### src/rtl/krt_pkg.sv
// krt_pkg: shared types and codes for the keyed record table
// used by krt_cell and keyed_record_table; no dependencies
`timescale 1ns / 1ps

package krt_pkg;

  localparam logic MODE_INSERT = 1'b0;
  localparam logic MODE_DELETE = 1'b1;

  typedef enum logic [2:0] {
    ST_UPDATED  = 3'd0,
    ST_INSERTED = 3'd1,
    ST_FULL     = 3'd2,
    ST_DELETED  = 3'd3,
    ST_NOTFOUND = 3'd4,
    ST_BADKEY   = 3'd5
  } status_t;

  typedef enum logic [1:0] {
    FSM_IDLE,
    FSM_LAUNCH,
    FSM_SCAN,
    FSM_FINISH
  } fsm_t;

  // input transaction payload
  typedef struct packed {
    logic        mode;
    logic [15:0] roll_number;
    logic [63:0] subj_key;
    logic [9:0]  marks;
  } req_t;

  // result transaction payload
  typedef struct packed {
    status_t     status;
    logic [8:0]  entry_count;
    logic        table_empty;
    logic        table_full;
  } rsp_t;

  // search token handed from cell to cell
  typedef struct packed {
    logic active;
    logic matched;
    logic claimed;
  } tok_t;

  // end-of-scan commit broadcast to all cells
  typedef struct packed {
    logic en;
    logic wr;
  } cmt_t;

endpackage

### src/rtl/krt_cell.sv
// krt_cell: one table slot plus one stage of the search token chain
// depends on krt_pkg
`timescale 1ns / 1ps

module krt_cell
  import krt_pkg::*;
(
  input  logic clk,
  input  logic rst_n,
  input  req_t key,
  input  tok_t tok_in,
  input  cmt_t cmt,
  output tok_t tok_out
);

  logic [15:0] roll_r, roll_nxt;
  logic [63:0] subj_r, subj_nxt;
  logic [9:0]  marks_r, marks_nxt;
  logic        pend_r, pend_nxt;
  tok_t        tok_r, tok_nxt;
  logic        hit;
  logic        claim;
  logic        is_ins;

  always_comb begin
    is_ins    = (key.mode == MODE_INSERT);
    hit       = tok_in.active && (roll_r != '0) && (roll_r == key.roll_number)
                && (subj_r == key.subj_key);
    claim     = tok_in.active && is_ins && (roll_r == '0) && !tok_in.claimed;
    roll_nxt  = roll_r;
    subj_nxt  = subj_r;
    marks_nxt = marks_r;
    pend_nxt  = pend_r;
    if (hit) begin
      if (is_ins) begin
        marks_nxt = key.marks;
      end else begin
        roll_nxt = '0;
      end
    end
    if (claim) begin
      pend_nxt = 1'b1;
    end
    // a tentative claim is either filled or dropped once the scan ends
    if (cmt.en && pend_r) begin
      pend_nxt = 1'b0;
      if (cmt.wr) begin
        roll_nxt  = key.roll_number;
        subj_nxt  = key.subj_key;
        marks_nxt = key.marks;
      end
    end
    tok_nxt.active  = tok_in.active;
    tok_nxt.matched = tok_in.matched | hit;
    tok_nxt.claimed = tok_in.claimed | claim;
  end

  always_ff @(posedge clk) begin
    if (!rst_n) begin
      roll_r <= '0;
      pend_r <= 1'b0;
      tok_r  <= '0;
    end else begin
      roll_r <= roll_nxt;
      pend_r <= pend_nxt;
      tok_r  <= tok_nxt;
    end
  end

  always_ff @(posedge clk) begin
    subj_r  <= subj_nxt;
    marks_r <= marks_nxt;
  end

  assign tok_out = tok_r;

endmodule

### config.mk
export PLATFORM = sky130hd
export DESIGN_NAME = krt_cell
export DESIGN_NICKNAME = d
export VERILOG_FILES = /design/src/rtl/krt_pkg.sv /design/src/rtl/krt_cell.sv
export SDC_FILE = /design/constraint.sdc
export NUM_CORES = 1
export LEC_CHECK = 0
export ABC_CLOCK_PERIOD_IN_PS = 6650
export BUFFER_PORTS_ARGS = -buffer_cell sky130_fd_sc_hd__buf_2
export CAP_MARGIN = 20
export CORE_UTILIZATION = 55
export DETAILED_ROUTE_END_ITERATION = 12
export PLACE_DENSITY = 0.83
export SLEW_MARGIN = 5
export SYNTH_ARGS = -nofsm -noshare
export SYNTH_HDL_FRONTEND = slang
export SYNTH_SLANG_ARGS = --single-unit
### constraint.sdc
create_clock -name clk -period 6.65 [get_ports clk]
set_input_delay 0.9975 -clock clk [delete_from_list [all_inputs] [get_ports clk]]
set_output_delay 0.9975 -clock clk [all_outputs]
set_load 0.02 [all_outputs]
Yosys cells after proc, flatten, opt, wreduce, memory -nomap -nowiden
Index checks and enable logic that the tools add are counted.
{"block": "op_classes", "n_addsub": 0, "multipliers": 0, "div_mod_pow": 0, "magnitude_cmp": 0, "eq_ne": 2, "n_shift": 0, "muxes": 4, "bitwise_logic": 4, "reduce_logical": 12}
{"op": "$eq A64 B64 Y1", "n": 1}
{"op": "$mux W16", "n": 4}
{"op": "$eq A16 B16 Y1", "n": 1}
{"op": "$logic_not A16 Y1", "n": 1}
{"op": "$reduce_bool A16 Y1", "n": 1}
{"op": "$logic_and A1 B1 Y1", "n": 7}
{"op": "$not A1 Y1", "n": 2}
{"op": "$or A1 B1 Y1", "n": 2}
{"op": "$reduce_and A2 Y1", "n": 1}
{"op": "$reduce_or A2 Y1", "n": 1}
{"op": "$logic_not A1 Y1", "n": 1}
{"block": "totals", "reg_bits": 84, "latchBits": 0, "ram_bits": 0, "mem_bits_ro": 0, "out_inout_bits": 3, "elab_cells": 28, "n_memories": 0}

Depth between registers and ports, before layout
Gate-level depths: netlist (run 1).
{"block": "depth", "ltp_word": 7, "mapped_depth": 7, "depth_no_buf": 6}

Worst setup path before layout (run 1)
No wires, ideal clock.
{"block": "synth_path", "kind": "input to register", "start": "in cmt[0] (netlist name)", "end": "reg subj_r[0] (enable)", "arrival_time_ns": 2.946, "slack_ns": 3.285, "stages": 4, "n_path_buf": 2, "cell_sequence": "nand3_1 -> clkbuf_1 -> buf_1 -> inv_1"}
{"block": "synth_between", "elab_chain_len": 1}
{"item": "start, declared", "line": "krt_cell.sv:12", "rtl": "input cmt_t cmt,"}
{"item": "$reduce_and A2 Y1 (no line)"}
{"item": "end signal, assigned", "line": "krt_cell.sv:71", "rtl": "subj_r <= subj_nxt;"}
{"item": "end, declared", "line": "krt_cell.sv:17", "rtl": "logic [63:0] subj_r, subj_nxt;"}
Every way passes these cells.
A chain may end at the register's enable or synchronous reset.

Worst setup path in the final report (run 1)
{"block": "layout_path", "start": "in key[27] (netlist name)", "end": "reg roll_r[15]"}
{"block": "layout_between", "elab_chain_len": 5}
{"item": "start, declared", "line": "krt_cell.sv:10", "rtl": "input req_t key,"}
{"item": "$eq A64 B64 Y1 (*)", "line": "krt_cell.sv:28", "rtl": "&& (subj_r == key.subj_key);"}
{"item": "$logic_and A1 B1 Y1 (*)", "line": "krt_cell.sv:28"}
{"item": "$mux W16 (*)", "line": "krt_cell.sv:34", "rtl": "if (hit) begin"}
{"item": "$mux W16", "line": "krt_cell.sv:47", "rtl": "if (cmt.wr) begin"}
{"item": "$mux W16 (*)", "line": "krt_cell.sv:45", "rtl": "if (cmt.en && pend_r) begin"}
{"item": "end signal, assigned", "line": "krt_cell.sv:64", "rtl": "roll_r <= roll_nxt;"}
{"item": "end, declared", "line": "krt_cell.sv:16", "rtl": "logic [15:0] roll_r, roll_nxt;"}
Mark *: on every way between the ends. The rest lies on a longest branch, timed or not.

==> flow_summary.toml, run 1 <==
[critical_path]
endpoint_kind = "flip-flop"
worstSetupPathType = "in -> reg"
worstPathMaxFanout = 13
ff2ff_setup_slack_ps = 4250
arrival_ps = 3020
required_ps = 6890
cp-start-kind = "input pin"

[grt]
grtUsageTotal_pct = 22.0
grt_pass1_wl_mm = 12.0
grt_overflow = 0
grt_antenna_before_repair = 0
first_global_vias = 2537
grt_start_max_net_pins = 51

[final_layout]
drive_gt1_share_pct = 30.5
diodes = 0
num-nets-final = 486
final_cells = 470
multi_input_area_um2 = 1330
final_common_cell = "buf_2"
most-common-layout-cells = "buf_2, edfxtp_1, xnor2_1"
syn_to_final_growth_pct = 19.6
register_area_um2 = 2320
final_util_pct = 69.4
fill_cells = 483

[sta]
relSlewSlack_pct = 55.8
tightest_slew_ps = 664
fin_ws_ps = 3870
period_minus_slack_ps = 2780
fin_crit_sh_pct = 41.8
skew_ps = 9.61
tns_ps = 0
rsz0062_at_grt = "no"
drv_slew = 0
setup_viol_count_final = 0
fmaxAchievable_mhz = 360
hold_violations = 0

[yosys]
synth-simple-area-share_pct = 13.4
muxShareOfSynthArea_pct = 4.25
synth_area_um2 = 3770
synth_top_family_by_area = "simple AND/OR/NAND/NOR gates"
synth_warnings = 0
synth-compound-area-share_pct = 7.07
synth_nets = 385
synth.yosys.seq_area_share_pct = 61.6
synth_ff_type = "edfxtp_1"
synth_adder_area_share_pct = 0
synth_edf_count = 64
synth-seq-cells = 84
synthCells = 287
async_flop_share_pct = 0
syn_area_per_cell_um2 = 13.1
synth_xor_area_share_pct = 10.5
ys_types = 36

[clocking]
htreeDepth = 3
cts_buffer_depth = 2
cts_tree = "built"
clk_pin_slew_ps = 80
postCtsHoldBufs = 0
cts_sinks = 84
clock_latency_ps = 350
post_cts_buffers = 0
numCtsBuffers = 9
cts_resized = 0
cts_root_buf = "clkbuf_8"

[floorplan]
io_pins = 101
initial_core_util_pct = 58.0
die_x_um = 84.8
dieArea_um2 = 7190
core_area_um2 = 6490
rows = 29
die_h_um = 84.8

[routing]
vias = 2560
dr.pass1.iters = 9
wl_per_cell_um = 15.9
via_per_inst = 5.45
wl_mm = 7.47
ant_nets = 0
drc = 6
first_iter_violations = 126

[pwr]
power_density_nw_per_um2 = 223
p_leak_nw = 1.85
power.total_w = 0.00101
ir_drop_mv = 0.158

[run]
cap_violations = 0

[placed_design]
gp_congestion = 0.764
dpl.cell_count = 453
port_buffers = 90
pre_cts_slack_ps = 3120
hpwl_mm = 5.69

[run_status]
failed_checks = "design-rule violations"
status = "finished, violations left"

[hold_path]
hold_path.class = "reg -> reg"
-- sequential cells by signal, summed over array words and instances (netlist names) --
| register | flops |
|---|---|
| pend_r | 1 |
| tok_out | 3 |
| subj_r | 64 |
| roll_r | 16 |
-- area by class of cell --
cell class	count	share of cell area (%)
repair buffers	93	10.6
well taps	77	2.14
multi-input cells	173	29.4
clock inverters	3	0.832
flip-flops and latches	84	51.5
inverters	27	2.25
clock buffers	13	3.30
-- cells in the mapped netlist, types with 2 or more instances --
library cell,n,share of area (%)
nand4_1,8,1.3
a22oi_1,2,0.40
nor4_1,12,2.0
nand2b_1,16,2.7
nand3_1,3,0.40
o21a_1,2,0.40
dfxtp_1,20,11
o221ai_1,2,0.46
edfxtp_1,64,51
and2_1,2,0.33
nor2_1,7,0.70
a2111o_1,5,1.5
nor2b_1,15,2.5
xnor2_1,30,7.0
nand2_1,3,0.30
o2111ai_1,5,1.2
o22ai_1,7,1.2
nor3_1,2,0.27
inv_1,27,2.7
mux2i_1,16,4.2
nor2_2,10,1.7
xor2_1,15,3.5
-- worst max-delay path, stage by stage --
cell      delay [ps]
buf_2            110
nor2b_1          120
a2111o_1         380
nor4_1           310
nand4_1          270
o41ai_4          510
buf_6            240
nor2_1            70
-- layer usage --
layer | global-route usage, % | share of wire (%) | vias to the layer above | routed length [um]
met5 | 0 | 0 | - | 0
met4 | 8.47 | 1.8 | 0 | 134
met3 | 4.92 | 5.0 | 15 | 376
met2 | 37.0 | 50 | 67 | 3710
met1 | 28.0 | 44 | 1222 | 3250
li1 | - | - | 1256 | -
-- through the flow --
step	cell area [um2]	hold slack [ps]
floorplan	3770	487
global placement	4310	522
detailed placement	4310	541
CTS	4500	558
global route	4510	589
finish	4510	558
-- where the power goes --
part / total [W] / internal (W) / switching [W] / leakage [nW]
combinational: 0.0000829 / 0.0000411 / 0.0000418 / 1.02
clock: 0.000350 / 0.000182 / 0.000168 / 0.0927
sequential: 0.000572 / 0.000569 / 0.00000277 / 0.739
-- cell families (layout without fill, tap and decap cells) --
kind of cell	Yosys count	after routing
mux	16	16
compound gates	29	29
simple gates	83	83
flops	84	84
xor+xnor	45	45
buf+inv	30	136
-- final timing paths --
| check | depth (start not counted) | start | endpoint |
|---|---|---|---|
| max | 8 | key[27] | roll_r[15] |
| min | 2 | roll_r[4] | roll_r[4] |
| max reg2reg | 7 | subj_r[62] | roll_r[15] |
| min reg2reg | 2 | roll_r[4] | roll_r[4] |
(Power assumes the default switching activity.)
==> run 2, diff against run 1 <==
--- a/config.mk
+++ b/config.mk
@@ -5,12 +5,13 @@
 export SDC_FILE = /design/constraint.sdc
 export NUM_CORES = 1
 export LEC_CHECK = 0
-export ABC_CLOCK_PERIOD_IN_PS = 6650
+export ABC_AREA = 1
+export ABC_CLOCK_PERIOD_IN_PS = 2780
 export BUFFER_PORTS_ARGS = -buffer_cell sky130_fd_sc_hd__buf_2
 export CAP_MARGIN = 20
-export CORE_UTILIZATION = 55
+export CORE_UTILIZATION = 54
 export DETAILED_ROUTE_END_ITERATION = 12
-export PLACE_DENSITY = 0.83
+export PLACE_DENSITY = 0.8
 export SLEW_MARGIN = 5
 export SYNTH_ARGS = -nofsm -noshare
 export SYNTH_HDL_FRONTEND = slang
==> constraint.sdc (replaced) <==
create_clock -name clk -period 2.78 [get_ports clk]
set_input_delay 0.417 -clock clk [delete_from_list [all_inputs] [get_ports clk]]
set_output_delay 0.417 -clock clk [all_outputs]
set_load 0.02 [all_outputs]
==> run 2 against run 1 <==
Worst hold slack worse by 300 ps. Wire length is 12% higher. Highest routed layer unchanged. The flow now finishes without violations. Clock-buffer cell count is 1 lower. Critical path depth is 3 higher.
==> flow_summary.toml, run 2 <==
[yosys]
synth.yosys.seq_area_share_pct = 53.4
synth_top_area_share_pct = 44.2
synth_area_um2 = 4350
synth_area_leaders = "edfxtp_1, nand2_1, inv_1"
synthTopCellsByCount = "nand2_1, inv_1, nor2_1"
synth_ff_type = "edfxtp_1"
yosys.area.top_type = "edfxtp_1"
synth_warnings = 0
synthCells = 563
synth-seq-cells = 84
syn_area_per_cell_um2 = 7.72
synth.most_common_cell = "nand2_1"
ys_types = 22
synth_nets = 661
async_flop_share_pct = 0
synth_edf_count = 64

[sta]
relSlewSlack_pct = 52.1
fin_ws_ps = 942
setup_viol_count_final = 0
rsz0062_at_grt = "no"
tns_ps = 0
fmaxAchievable_mhz = 544
skew_ps = 9.89
period_minus_slack_ps = 1840
drv_slew = 0
fin_crit_sh_pct = 66.1
hold_violations = 0
tightest_slew_ps = 714

[clocking]
cts_sinks = 84
clock_latency_ps = 350
cts_root_buf = "clkbuf_8"
cts_tree = "built"
clk_pin_slew_ps = 90
post_cts_buffers = 0
htreeDepth = 3
cts_resized = 0
cts_buffer_depth = 2
postCtsHoldBufs = 0
numCtsBuffers = 9

[final_layout]
syn_to_final_growth_pct = 18.6
most-common-layout-cells = "nand2_1, inv_1, nor2_1"
diodes = 0
drive_gt1_share_pct = 20.2
top_register = "subj_r"
num-nets-final = 761
largest_reg_flops = 64
final_common_cell = "nand2_1"

[pwr]
power.total_w = 0.00254
p_leak_nw = 2.60
ir_drop_mv = 0.287
power_density_nw_per_um2 = 492

[placed_design]
gp_congestion = 0.766
hpwl_mm = 6.27
pre_cts_slack_ps = 786
port_buffers = 90

[floorplan]
io_pins = 101
die_x_um = 91.7
initial_core_util_pct = 56.0
dieArea_um2 = 8420
rows = 32
core_area_um2 = 7770
die_h_um = 91.7

[critical_path]
endpoint_kind = "flip-flop"
worstPathCellList = "inv_1, nand2_1, nand2_1, nor2_1, nand2_1, nor2_1, nand2_1, nor2_2, nand4_4, nand2_1, a21oi_1"
crit_top_cell = "nand2_1"
cp_slowest_stage_delay_ps = 370
worstPathMaxFanout = 16
worstSetupPathType = "reg -> reg"
arrival_ps = 2040
required_ps = 2990
cp_slowest_cell = "edfxtp_1"
cp-start-kind = "flip-flop"

[routing]
vias = 3524
dr.pass1.iters = 4
wl_mm = 8.39
first_iter_violations = 110
wl_per_cell_um = 10.9
via_per_inst = 4.58
ant_nets = 0
drc = 0

[grt]
grt_antenna_before_repair = 0
grt_overflow = 0
grt_pass1_wl_mm = 14.5
first_global_vias = 3426
grtUsageTotal_pct = 21.8
grt_start_max_net_pins = 52

[run_status]
status = "finished, final reports clean"

[run]
cap_violations = 0

[hold_path]
hold_path.class = "in -> reg"
==> run 2: changes by cell type after synthesis, sizes merged, moves of 7 or more <==
| cell | previous run | this run |
|---|---|---|
| o22ai | 7 | 0 |
| nor4 | 13 | 0 |
| a21oi | 0 | 18 |
| nor2 | 17 | 96 |
| nor2b | 15 | 0 |
| o21ai | 1 | 16 |
| xor2 | 15 | 6 |
| xnor2 | 30 | 8 |
| inv | 27 | 119 |
| mux2i | 16 | 0 |
| nand2 | 3 | 198 |
| nand2b | 16 | 0 |
==> run 2: layout make-up <==
cell class,instances,area (um2)
Clock buffer,12,165
Clock inverter,4,55.1
Fill cell,666,2610
Inverter,121,454
Multi-Input combinational cell,354,1550
Sequential cell,84,2320
Tap cell,102,128
Timing Repair Buffer,93,485
==> run 2: metrics by stage <==
stage	cells	utilization (%)	hold slack [ps]	area, um2
floorplan	563	-	486	4350
global placement	754	63.6	504	4940
detailed placement	754	63.6	525	4940
CTS	770	66.4	241	5160
global route	770	66.4	243	5160
finish	770	66.4	256	5160
==> run 2: kinds of logic after synthesis <==
logic type	count (synthesis)	synth area share, %
buffers and inverters	125	11.0
flip-flops	84	53.4
AO/OA/AOI/OAI	35	4.92
XOR/XNOR	14	2.82
AND/OR/NAND/NOR	305	27.9
==> run 2: path summary, 6_finish.rpt <==
path / startpoint / endpoint / slack (ps) / cells past startpoint
min reg2reg: pend_r / pend_r / 530 / 2
max: subj_r[11] / roll_r[3] / 940 / 11
max reg2reg: subj_r[11] / roll_r[3] / 940 / 11
min: key[55] / subj_r[45] / 260 / 1
==> run 2: layer usage <==
metal	GRT usage, %	part of all wire, %	vias up
met4	9.77	2.3	0
met5	0	0	-
met1	27.3	47	1532
met3	3.23	4.1	16
li1	-	-	1888
met2	37.5	47	88
==> run 2: power by group <==
group / total [W] / switching [W] / internal [W]
logic: 0.000228 / 0.000129 / 0.0000984
clock network: 0.000936 / 0.000442 / 0.000494
registers: 0.00138 / 0.00000902 / 0.00137
total: 0.00254 / 0.000581 / 0.00196
==> run 2: critical path, delay by kind of cell (launching register included) <==
kind / cells / cell delay, ps
buffers and inverters: 1 / 70
and+or+nand+nor: 9 / 1200
DFF: 1 / 370
AOI/OAI and AO/OA: 1 / 70
